[config.mk]
export PLATFORM = sky130hd
export DESIGN_NAME = ansi_color_escape_parser
export DESIGN_NICKNAME = d
export VERILOG_FILES = /design/src/sv/acep_pkg.sv /design/src/sv/ansi_color_escape_parser.sv
export SDC_FILE = /design/constraint.sdc
export NUM_CORES = 1
export LEC_CHECK = 0
export ABC_AREA = 1
export BUFFER_PORTS_ARGS = -buffer_cell sky130_fd_sc_hd__buf_2
export CAP_MARGIN = 30
export CORE_MARGIN = 2
export CORE_UTILIZATION = 55
export DETAILED_ROUTE_END_ITERATION = 16
export HOLD_SLACK_MARGIN = 0.02
export PLACE_DENSITY = 0.75
export SYNTH_ARGS = -nofsm -noshare
export SYNTH_HDL_FRONTEND = slang
export SYNTH_SLANG_ARGS = --single-unit
[constraint.sdc]
create_clock -name clock -period 6.7 [get_ports clock]
set_clock_uncertainty 0.1 [all_clocks]
set_input_delay 0.67 -clock clock [delete_from_list [all_inputs] [get_ports clock]]
set_output_delay 0.67 -clock clock [all_outputs]
set_load 0.01 [all_outputs]
[src/sv/acep_pkg.sv]
// ----------------------------------------------------------------------------
// acep_pkg
// Shared constants and helpers for the ANSI color escape parser.
// ----------------------------------------------------------------------------
package acep_pkg;

   localparam int ByteWidth  = 8;
   localparam int AttrWidth  = 16;
   localparam int ColorWidth = 4;
   localparam int BurstDepth = 6;               // longest flush: ESC [ 1 0 d + offending byte
   localparam int CountWidth = $clog2(BurstDepth + 1);

   // result kinds
   localparam logic KindText = 1'b0;
   localparam logic KindAttr = 1'b1;

   // bytes of the escape grammar
   localparam logic [ByteWidth-1:0] EscByte      = 8'h1B;
   localparam logic [ByteWidth-1:0] CharLBracket = 8'h5B;
   localparam logic [ByteWidth-1:0] CharM        = 8'h6D;
   localparam logic [ByteWidth-1:0] CharZero     = 8'h30;
   localparam logic [ByteWidth-1:0] CharOne      = 8'h31;
   localparam logic [ByteWidth-1:0] CharThree    = 8'h33;
   localparam logic [ByteWidth-1:0] CharFour     = 8'h34;
   localparam logic [ByteWidth-1:0] CharSeven    = 8'h37;
   localparam logic [ByteWidth-1:0] CharNine     = 8'h39;

   // color group codes: bit 1 set means background
   localparam logic [1:0] GrpFg      = 2'd0;   // "3"
   localparam logic [1:0] GrpFgBright = 2'd1;  // "9"
   localparam logic [1:0] GrpBg      = 2'd2;   // "4"
   localparam logic [1:0] GrpBgBright = 2'd3;  // "10"

   // SGR digit to console color: console bits are blue, green, red, so the
   // digit's red/green/blue order reverses; bright adds the intensity bit.
   function automatic logic [ColorWidth-1:0] color_map(input logic bright,
                                                       input logic [2:0] digit);
      color_map = {bright, digit[0], digit[1], digit[2]};
   endfunction

endpackage

[src/sv/ansi_color_escape_parser.sv]
// ----------------------------------------------------------------------------
// ansi_color_escape_parser
// Text stream filter that turns ANSI SGR color sequences into console
// attribute word writes and passes all other bytes through.
// ----------------------------------------------------------------------------
// One byte is taken per cycle while req_stall is low. The parse step runs in
// the same cycle as the accept and loads an output burst register with every
// result the byte causes; that register drains one result per cycle unless
// rsp_stall holds it. A byte with a single result (plain text, a finished
// color sequence) therefore lets bytes stream back to back. A broken
// sequence flushes its prefix plus the offending byte, up to 6 results, and
// req_stall stays high until the burst is on its last result. ESC from idle,
// and the inner bytes of a sequence, produce nothing. rsp_last marks the
// final result of each byte. The base attribute word is captured from
// req_console_attr on the first color set after reset or after ESC[0m;
// ESC[0m itself writes back the saved base word.
module ansi_color_escape_parser (
   input  logic                                clock,
   input  logic                                reset,
   // byte stream in
   input  logic                                req_valid,
   output logic                                req_stall,
   input  logic [acep_pkg::ByteWidth-1:0]      req_data_byte,
   input  logic [acep_pkg::AttrWidth-1:0]      req_console_attr,
   // results out
   output logic                                rsp_valid,
   input  logic                                rsp_stall,
   output logic                                rsp_kind,
   output logic [acep_pkg::ByteWidth-1:0]      rsp_out_byte,
   output logic [acep_pkg::AttrWidth-1:0]      rsp_attr_word,
   output logic                                rsp_last
);

   typedef enum logic [3:0] {
      IDLE,       // plain text
      ESC_SEEN,   // ESC
      BRACKET,    // ESC[
      GRP3,       // ESC[3
      GRP4,       // ESC[4
      GRP9,       // ESC[9
      GRP1,       // ESC[1
      GRP10,      // ESC[10
      ZERO,       // ESC[0
      DIGIT       // ESC[<group><digit>, waiting for 'm'
   } phase_type;

   // parser state
   phase_type                           phase_ff, phase_in;
   logic [1:0]                          grp_ff, grp_in;
   logic [2:0]                          digit_ff, digit_in;
   logic [acep_pkg::ColorWidth-1:0]     color_ff, color_in;
   logic                                bg_ff, bg_in;
   logic [acep_pkg::AttrWidth-1:0]      base_ff, base_in;
   logic                                capture_ff, capture_in;

   // output burst register
   logic [acep_pkg::CountWidth-1:0]     bst_count_ff;
   logic                                bst_kind_ff;
   logic [acep_pkg::AttrWidth-1:0]      bst_attr_ff;
   logic [acep_pkg::ByteWidth-1:0]      bst_bytes_ff [acep_pkg::BurstDepth];

   // burst produced by the byte at the input
   logic [acep_pkg::CountWidth-1:0]     load_count;
   logic                                load_kind;
   logic [acep_pkg::AttrWidth-1:0]      load_attr;
   logic [acep_pkg::ByteWidth-1:0]      load_bytes [acep_pkg::BurstDepth];

   // flush prefix of the current partial sequence
   logic [acep_pkg::CountWidth-1:0]     pre_len;
   logic [acep_pkg::ByteWidth-1:0]      pre_bytes [acep_pkg::BurstDepth-1];

   logic                                fail;
   logic                                bright;
   logic [acep_pkg::ByteWidth-1:0]      digit_lo;
   logic [acep_pkg::AttrWidth-1:0]      base_sel;
   logic [acep_pkg::ByteWidth-1:0]      c;
   logic                                req_fire;
   logic                                rsp_fire;

   assign c        = req_data_byte;
   assign rsp_fire = rsp_valid && !rsp_stall;
   assign req_fire = req_valid && !req_stall;

   // Take a new byte when the burst is empty or its last result leaves now.
   assign req_stall = (bst_count_ff != '0) &&
                      !((bst_count_ff == acep_pkg::CountWidth'(1)) && !rsp_stall);

   assign rsp_valid     = (bst_count_ff != '0);
   assign rsp_last      = (bst_count_ff == acep_pkg::CountWidth'(1));
   assign rsp_kind      = bst_kind_ff;
   assign rsp_out_byte  = bst_bytes_ff[0];
   assign rsp_attr_word = bst_attr_ff;

   // Bright groups start at digit 1.
   assign bright   = (phase_ff == GRP9) || (phase_ff == GRP10);
   assign digit_lo = bright ? acep_pkg::CharOne : acep_pkg::CharZero;
   // Capture console_attr as base on the first set after reset or ESC[0m.
   assign base_sel = capture_ff ? req_console_attr : base_ff;

   // Prefix bytes already swallowed by the parser, replayed on a mismatch.
   always_comb begin
      pre_bytes[0] = acep_pkg::EscByte;
      pre_bytes[1] = acep_pkg::CharLBracket;
      pre_bytes[2] = '0;
      pre_bytes[3] = '0;
      pre_bytes[4] = '0;
      pre_len      = '0;
      unique case (phase_ff)
         ESC_SEEN: pre_len = acep_pkg::CountWidth'(1);
         BRACKET:  pre_len = acep_pkg::CountWidth'(2);
         GRP3: begin
            pre_len      = acep_pkg::CountWidth'(3);
            pre_bytes[2] = acep_pkg::CharThree;
         end
         GRP4: begin
            pre_len      = acep_pkg::CountWidth'(3);
            pre_bytes[2] = acep_pkg::CharFour;
         end
         GRP9: begin
            pre_len      = acep_pkg::CountWidth'(3);
            pre_bytes[2] = acep_pkg::CharNine;
         end
         GRP1: begin
            pre_len      = acep_pkg::CountWidth'(3);
            pre_bytes[2] = acep_pkg::CharOne;
         end
         ZERO: begin
            pre_len      = acep_pkg::CountWidth'(3);
            pre_bytes[2] = acep_pkg::CharZero;
         end
         GRP10: begin
            pre_len      = acep_pkg::CountWidth'(4);
            pre_bytes[2] = acep_pkg::CharOne;
            pre_bytes[3] = acep_pkg::CharZero;
         end
         DIGIT: begin
            unique case (grp_ff)
               acep_pkg::GrpFg:       pre_bytes[2] = acep_pkg::CharThree;
               acep_pkg::GrpFgBright: pre_bytes[2] = acep_pkg::CharNine;
               acep_pkg::GrpBg:       pre_bytes[2] = acep_pkg::CharFour;
               default:               pre_bytes[2] = acep_pkg::CharOne;
            endcase
            if (grp_ff == acep_pkg::GrpBgBright) begin
               pre_len      = acep_pkg::CountWidth'(5);
               pre_bytes[3] = acep_pkg::CharZero;
               pre_bytes[4] = acep_pkg::CharZero | {5'd0, digit_ff};
            end else begin
               pre_len      = acep_pkg::CountWidth'(4);
               pre_bytes[3] = acep_pkg::CharZero | {5'd0, digit_ff};
            end
         end
         default: pre_len = '0;
      endcase
   end

   // Parse step for the byte at the input.
   always_comb begin
      phase_in   = IDLE;
      grp_in     = grp_ff;
      digit_in   = digit_ff;
      color_in   = color_ff;
      bg_in      = bg_ff;
      base_in    = base_ff;
      capture_in = capture_ff;
      fail       = 1'b0;
      load_count = '0;
      load_kind  = acep_pkg::KindText;
      load_attr  = '0;
      for (int i = 0; i < acep_pkg::BurstDepth; i++) begin
         load_bytes[i] = '0;
      end

      unique case (phase_ff)
         ESC_SEEN: begin
            if (c == acep_pkg::CharLBracket) begin
               phase_in = BRACKET;
            end else if (c == acep_pkg::EscByte) begin
               // emit the first ESC, stay armed on the second
               phase_in      = ESC_SEEN;
               load_count    = acep_pkg::CountWidth'(1);
               load_bytes[0] = acep_pkg::EscByte;
            end else begin
               fail = 1'b1;
            end
         end
         BRACKET: begin
            priority if (c == acep_pkg::CharThree) phase_in = GRP3;
            else if (c == acep_pkg::CharFour)       phase_in = GRP4;
            else if (c == acep_pkg::CharNine)       phase_in = GRP9;
            else if (c == acep_pkg::CharOne)        phase_in = GRP1;
            else if (c == acep_pkg::CharZero)       phase_in = ZERO;
            else                                    fail     = 1'b1;
         end
         GRP1: begin
            if (c == acep_pkg::CharZero) begin
               phase_in = GRP10;
            end else begin
               fail = 1'b1;
            end
         end
         GRP3, GRP4, GRP9, GRP10: begin
            if ((c >= digit_lo) && (c <= acep_pkg::CharSeven)) begin
               unique case (phase_ff)
                  GRP3:    grp_in = acep_pkg::GrpFg;
                  GRP9:    grp_in = acep_pkg::GrpFgBright;
                  GRP4:    grp_in = acep_pkg::GrpBg;
                  default: grp_in = acep_pkg::GrpBgBright;
               endcase
               phase_in = DIGIT;
               digit_in = c[2:0];
               color_in = acep_pkg::color_map(bright, c[2:0]);
               bg_in    = (phase_ff == GRP4) || (phase_ff == GRP10);
            end else begin
               fail = 1'b1;
            end
         end
         ZERO: begin
            if (c == acep_pkg::CharM) begin
               // reset to base and re-arm the capture
               capture_in = 1'b1;
               load_count = acep_pkg::CountWidth'(1);
               load_kind  = acep_pkg::KindAttr;
               load_attr  = base_ff;
            end else begin
               fail = 1'b1;
            end
         end
         DIGIT: begin
            if (c == acep_pkg::CharM) begin
               base_in    = base_sel;
               capture_in = 1'b0;
               load_count = acep_pkg::CountWidth'(1);
               load_kind  = acep_pkg::KindAttr;
               if (bg_ff) begin
                  load_attr = {4'd0, color_ff, base_sel[7:0]};
               end else begin
                  load_attr = {base_sel[15:8], 4'd0, color_ff};
               end
            end else begin
               fail = 1'b1;
            end
         end
         default: begin
            // idle: start a sequence on ESC, pass anything else
            if (c == acep_pkg::EscByte) begin
               phase_in = ESC_SEEN;
            end else begin
               load_count    = acep_pkg::CountWidth'(1);
               load_bytes[0] = c;
            end
         end
      endcase

      // Mismatch: replay the prefix, then the offending byte, and drop to idle.
      if (fail) begin
         phase_in   = IDLE;
         load_count = pre_len + acep_pkg::CountWidth'(1);
         for (int i = 0; i < acep_pkg::BurstDepth; i++) begin
            if (i < acep_pkg::BurstDepth - 1 && acep_pkg::CountWidth'(i) < pre_len) begin
               load_bytes[i] = pre_bytes[i < acep_pkg::BurstDepth - 1 ? i : 0];
            end else if (acep_pkg::CountWidth'(i) == pre_len) begin
               load_bytes[i] = c;
            end
         end
      end
   end

   // State and burst register.
   always_ff @(posedge clock) begin
      if (reset) begin
         phase_ff     <= IDLE;
         grp_ff       <= '0;
         digit_ff     <= '0;
         color_ff     <= '0;
         bg_ff        <= 1'b0;
         base_ff      <= '0;
         capture_ff   <= 1'b1;
         bst_count_ff <= '0;
      end else begin
         if (req_fire) begin
            phase_ff   <= phase_in;
            grp_ff     <= grp_in;
            digit_ff   <= digit_in;
            color_ff   <= color_in;
            bg_ff      <= bg_in;
            base_ff    <= base_in;
            capture_ff <= capture_in;
         end
         if (req_fire && (load_count != '0)) begin
            // load a fresh burst; the old one is empty or leaving now
            bst_count_ff <= load_count;
            bst_kind_ff  <= load_kind;
            bst_attr_ff  <= load_attr;
            for (int i = 0; i < acep_pkg::BurstDepth; i++) begin
               bst_bytes_ff[i] <= load_bytes[i];
            end
         end else if (rsp_fire) begin
            // advance to the next result of the burst
            bst_count_ff <= bst_count_ff - acep_pkg::CountWidth'(1);
            for (int i = 0; i < acep_pkg::BurstDepth - 1; i++) begin
               bst_bytes_ff[i] <= bst_bytes_ff[i + 1];
            end
            bst_bytes_ff[acep_pkg::BurstDepth - 1] <= '0;
         end
      end
   end

endmodule

Word level (Yosys, flattened, before mapping) --
Memory sizes are Yosys's and may differ from the RTL's. Index checks and enable logic that the tools add are counted.
Operators by class: mux-type cells 77, reductions and logical operators 27, shift-type cells 0, $lt $le $gt $ge 7, bitwise logic cells 7, multiply operators 0, equality and inequality tests 28, add/sub/neg operators 2, div/mod/pow operators 0
Operators with widths (number):
- 8-bit two-way mux | 18
- 16-bit two-way mux | 4
- 48-bit two-way mux | 1
- 8-bit case mux with 6 select lines | 1
- 8-bit by 6-bit == test with 1-bit output, second input constant | 5
- 16-bit case mux with 2 select lines | 1
- 8-bit case mux with 2 select lines | 2
- 4-bit two-way mux | 7
- 1-bit two-way mux | 26
- 4-bit case mux with 5 select lines | 1
- 4-bit by 3-bit == test with 1-bit output, second input constant | 4
- 8-bit by 7-bit == test with 1-bit output, second input constant | 2
- 3-bit two-way mux | 5
- 3-bit case mux with 5 select lines | 1
- 6-bit two-way mux | 2
- 4-bit case mux with 3 select lines | 1
- 5-bit two-way mux | 2
- 4-bit by 2-bit == test with 1-bit output, second input constant | 2
- 4-bit == test, second input constant | 2
- 8-bit by 5-bit == test with 1-bit output, second input constant | 1
- 8-bit by 6-bit greater-or-equal comparator with 1-bit output | 1
- 8-bit by 6-bit <= comparator with 1-bit output, second input constant | 1
- 8-bit OR reduction | 1
- 2-bit by 3-bit == test with 1-bit output, first input constant | 2
- 33 further kinds | 55
Word-level totals: logic and storage cells 159, output and inout bits 28, latch bits 0, bits in read-only memories 0, register bits 51, input bits 28, memories 1, bits in writable memories 48
Memories:
- bst_bytes_ff | words 6, bits a word 8, rd ports 6, clocked after memory_dff 0, wr ports 6, RTL line ansi_color_escape_parser.sv:60 | logic [acep_pkg::ByteWidth-1:0] bst_bytes_ff [acep_pkg::BurstDepth];

Depth between registers and ports, before layout --
depth in word-level cells 14, gate-level depth with buffers 20, gate-level depth less buffers 19

Worst setup path before layout --
OpenSTA, ideal clock, no wires.
kind register -> register, from reg phase_ff[1], to mem bst_bytes_ff[0][0] (netlist bit) (enable), cell stages (with the launch flop) 15, setup slack 3.286 ns, library setup time 0.402 ns, data required time 6.198 ns, buffers on the path 0, period minus slack after synthesis 3.414 ns, arrival time 2.912 ns, cells stage by stage dfxtp_1 inv_1 nand3_1 nand2_1 nor2_1 nand2_1 nor2_2 nand3_2 inv_1 ha_1 nor2_1 o21ai_4 nand3_1 nand2_1 inv_1
RTL lines:
- start, declared | RTL line ansi_color_escape_parser.sv:48 | phase_type phase_ff, phase_in;
- start signal, assigned | RTL line ansi_color_escape_parser.sv:281 | phase_ff <= phase_in;
- end, declared | RTL line ansi_color_escape_parser.sv:60

==> flow_summary.ini <==
[timing]
setup_viol = 0
period_needed_ns = 3.96
setup_tns_ns = 0
hold_violations = 0
period_share_pct = 59.1
fin_hold_ws_ns = 0.374
rsz0062_at_grt = false
tightest_slew_ns = 0.990
timing.slew.headroom_pct = 33.9
fmax_ghz = 0.253
slew_violations = 0

[clock_tree]
cts_max_level = 3
tritoncts = built
clkLatencyLatePin_ns = 0.38
numCtsBuffers = 9
cts_setup_buffers = 0
cts-root-buf = clkbuf_8
holdBufCountCts = 0
clock-sinks = 96
clk_pin_slew_worst_paths_ns = 0.10
cts_buffer_depth = 2
cts.repair.resized = 0

[worst_setup_path]
r2r_end = bst_bytes_ff[5][4]
cp.arrival_ns = 3.99
rr_startpoint = phase_ff[3]
r2r_cells = 15
end_kind = flop
crit_type = reg2reg
critPathRequiredTime_ns = 6.73
crit_fanout = 64
start_kind = flop
crit_start = phase_ff[3]
r2r_slack_ns = 2.74

[synth]
synth-seq-area-share_pct = 47.7
syn_inst = 636
yosys_warnings = 0
synth-seq-cells = 96
ys_async_sr_fraction_pct = 0
ys.flop_type = edfxtp_1
synth_fp_nets = 672
synthDistinctLibCells = 39
synth_area_per_cell_sq_um = 8.48
synth_edf_count = 65
synthesis.area_sq_um = 5390

[cells_and_area]
insertedDiodeCount = 0
area_growth_pct = 9.98
nets = 717
fill_cells = 906
layout-drive-gt1-share_pct = 19.7

[route]
routed_wl_mm = 13.5
route.vias.total = 4781
drcViolationCount = 0
wire_per_inst_um = 16.5
ant_nets = 0
drt-pass1-iter-count = 7
routed_via_density = 5.84
drtIter0Drc = 358

[grt]
antenna_found_initial = 0
grt_pass1_wl_mm = 21.4
grt_overflow_total = 0
grt_pass1_vias = 4312
track_usage_pct = 26.2
grt_max_degree = 65

[power_and_ir_drop]
swShare_pct = 32.6
p_sw_uw = 507
power_frac_clock_pct = 25.5
p_comb_share_pct = 23.7
internal_power_mw = 1.05
peakVddDrop_v = 0.000187
sequentialPowerShare_pct = 50.8
p_per_area_nw_per_um2 = 262
power.static_leakage_nw = 2.45

[hold_path]
worstHoldEndpoint = base_ff[11]
hold_path_class = reg2reg
whs_path_depth = 2
min-delay-start = base_ff[11]

[floorplan]
rows = 36
die_x_um = 103
ios = 56
dieArea_sq_um = 10600
start_util_pct = 55.9
design.core.area_sq_um = 9640
die_height_um = 103

[placement]
port_buffers = 55
gp_congestion = 0.919
dpl.hpwl_mm = 9.50

[job]
cap_violations = 0

[run_status]
outcome = finished clean
## per-stage QoR
step	worst slack (ns)	instance area (sq um)	std cells	utilization (%)	power (mW)
floorplan	3.29	5390	636	-	1.06
global placement	2.94	5720	803	59.4	1.16
detailed placement	2.83	5720	803	59.4	1.17
CTS	2.79	5930	819	61.5	1.56
global route	2.45	5930	819	61.5	1.62
finish	2.74	5930	819	61.5	1.56
## cells by family (layout without fill, tap and decap cells)
group	count (synthesis)	in the layout	share of synthesized area, %
xor+xnor	1	1	0.162
compound gates	131	131	16.3
simple gates	279	279	23.8
buf+inv	114	164	8.89
mux	7	7	1.30
fa+ha+maj	8	8	1.86
flops	96	96	47.7
## layout make-up
cell class	count	area (sq um)	share of cell area (%)
flip-flops and latches	96	2570	43.4
multi-input cells	426	2340	39.5
inverters	89	337	5.68
repair buffers	59	305	5.15
clock buffers	13	190	3.21
well taps	133	166	2.81
clock inverters	3	18.8	0.316
## power by group through the flow
stage / logic [mW] / registers [mW] / clock network, mW
after floorplan: 0.250 / 0.814 / 0
after global placement: 0.357 / 0.801 / 0
after detailed placement: 0.366 / 0.804 / 0
after CTS: 0.367 / 0.790 / 0.398
after global routing: 0.408 / 0.799 / 0.417
final: 0.369 / 0.790 / 0.396
## synthesized netlist by cell type, types with 2 or more instances
library cell | instances | area (sq um)
nor2_2 | 8 | 50.1
nor2_1 | 43 | 161
a21oi_1 | 38 | 190
o221ai_1 | 9 | 78.8
inv_1 | 75 | 282
o31ai_1 | 3 | 22.5
inv_2 | 9 | 33.8
a311oi_1 | 8 | 70.1
o311ai_0 | 5 | 43.8
buf_6 | 6 | 67.6
buf_2 | 3 | 15.0
nor3_1 | 8 | 40.0
nand4_1 | 26 | 163
o22ai_1 | 8 | 50.1
nand2_1 | 132 | 495
nand3_4 | 2 | 35.0
nor2_4 | 3 | 33.8
ha_1 | 8 | 100
nand2_2 | 7 | 43.8
o21ai_0 | 30 | 150
nand3_1 | 47 | 235
mux2i_1 | 7 | 70.1
clkbuf_1 | 15 | 56.3
edfxtp_1 | 65 | 1950
a211oi_1 | 2 | 15.0
o21ai_2 | 23 | 201
dfxtp_1 | 31 | 621
clkinv_1 | 4 | 15.0
## worst max-delay path by stage
stage / cells past startpoint / slack [ns] / endpoint
5_1_grt: 15 / 2.45 / bst_bytes_ff[5][1]
2_1_floorplan: 14 / 3.29 / bst_bytes_ff[0][0]
3_5_place_dp: 17 / 2.83 / bst_bytes_ff[5][4]
6_report: 15 / 2.74 / bst_bytes_ff[5][4]
4_1_cts: 15 / 2.79 / bst_bytes_ff[5][4]
3_3_place_gp: 15 / 2.94 / bst_bytes_ff[5][7]
## registers in the layout (all words and copies together), names as in the netlist
signal	count
phase_ff	4
bst_count_ff	3
color_ff	2
grp_ff	2
bst_bytes_ff	48
capture_ff	1
base_ff	16
digit_ff	2
rsp_attr_word	16
rsp_kind	1
bg_ff	1
## critical path, cell delays in order, from the launching register on
cell	delay, ns
dfxtp_1	0.46
inv_2	0.09
nor2_2	0.13
nand2_1	0.14
nor2_2	0.29
inv_1	0.20
nand3_2	0.16
inv_1	0.07
ha_1	0.28
nor2_1	0.07
o21ai_4	0.25
nand2_2	0.09
inv_4	0.20
nand3_4	0.64
nand2_2	0.44
nor2_1	0.08
## cells in the final DEF (no fill, tap or decap), drive strengths merged
cell type,instances
nand3,50
inv,86
o31ai,3
o311ai,5
clkinv,6
a31oi,1
a21oi,40
a311oi,8
o21ai,54
xor2,1
o221ai,9
a211oi,2
nor2,54
nand4,26
mux2i,7
clkbuf,13
nand2,140
o21bai,1
nor3,8
ha,8
dfxtp,31
edfxtp,65
o22ai,8
buf,59
or2,1
## layer usage
metal / track usage (%) / vias to the layer above / routed length (um)
met5: 0 / - / 0
met4: 9.11 / 0 / 250
met3: 5.69 / 29 / 1050
met2: 40.4 / 220 / 6250
met1: 36.7 / 2247 / 5940
li1: - / 2285 / -
Power figures use the tool's default switching activity.
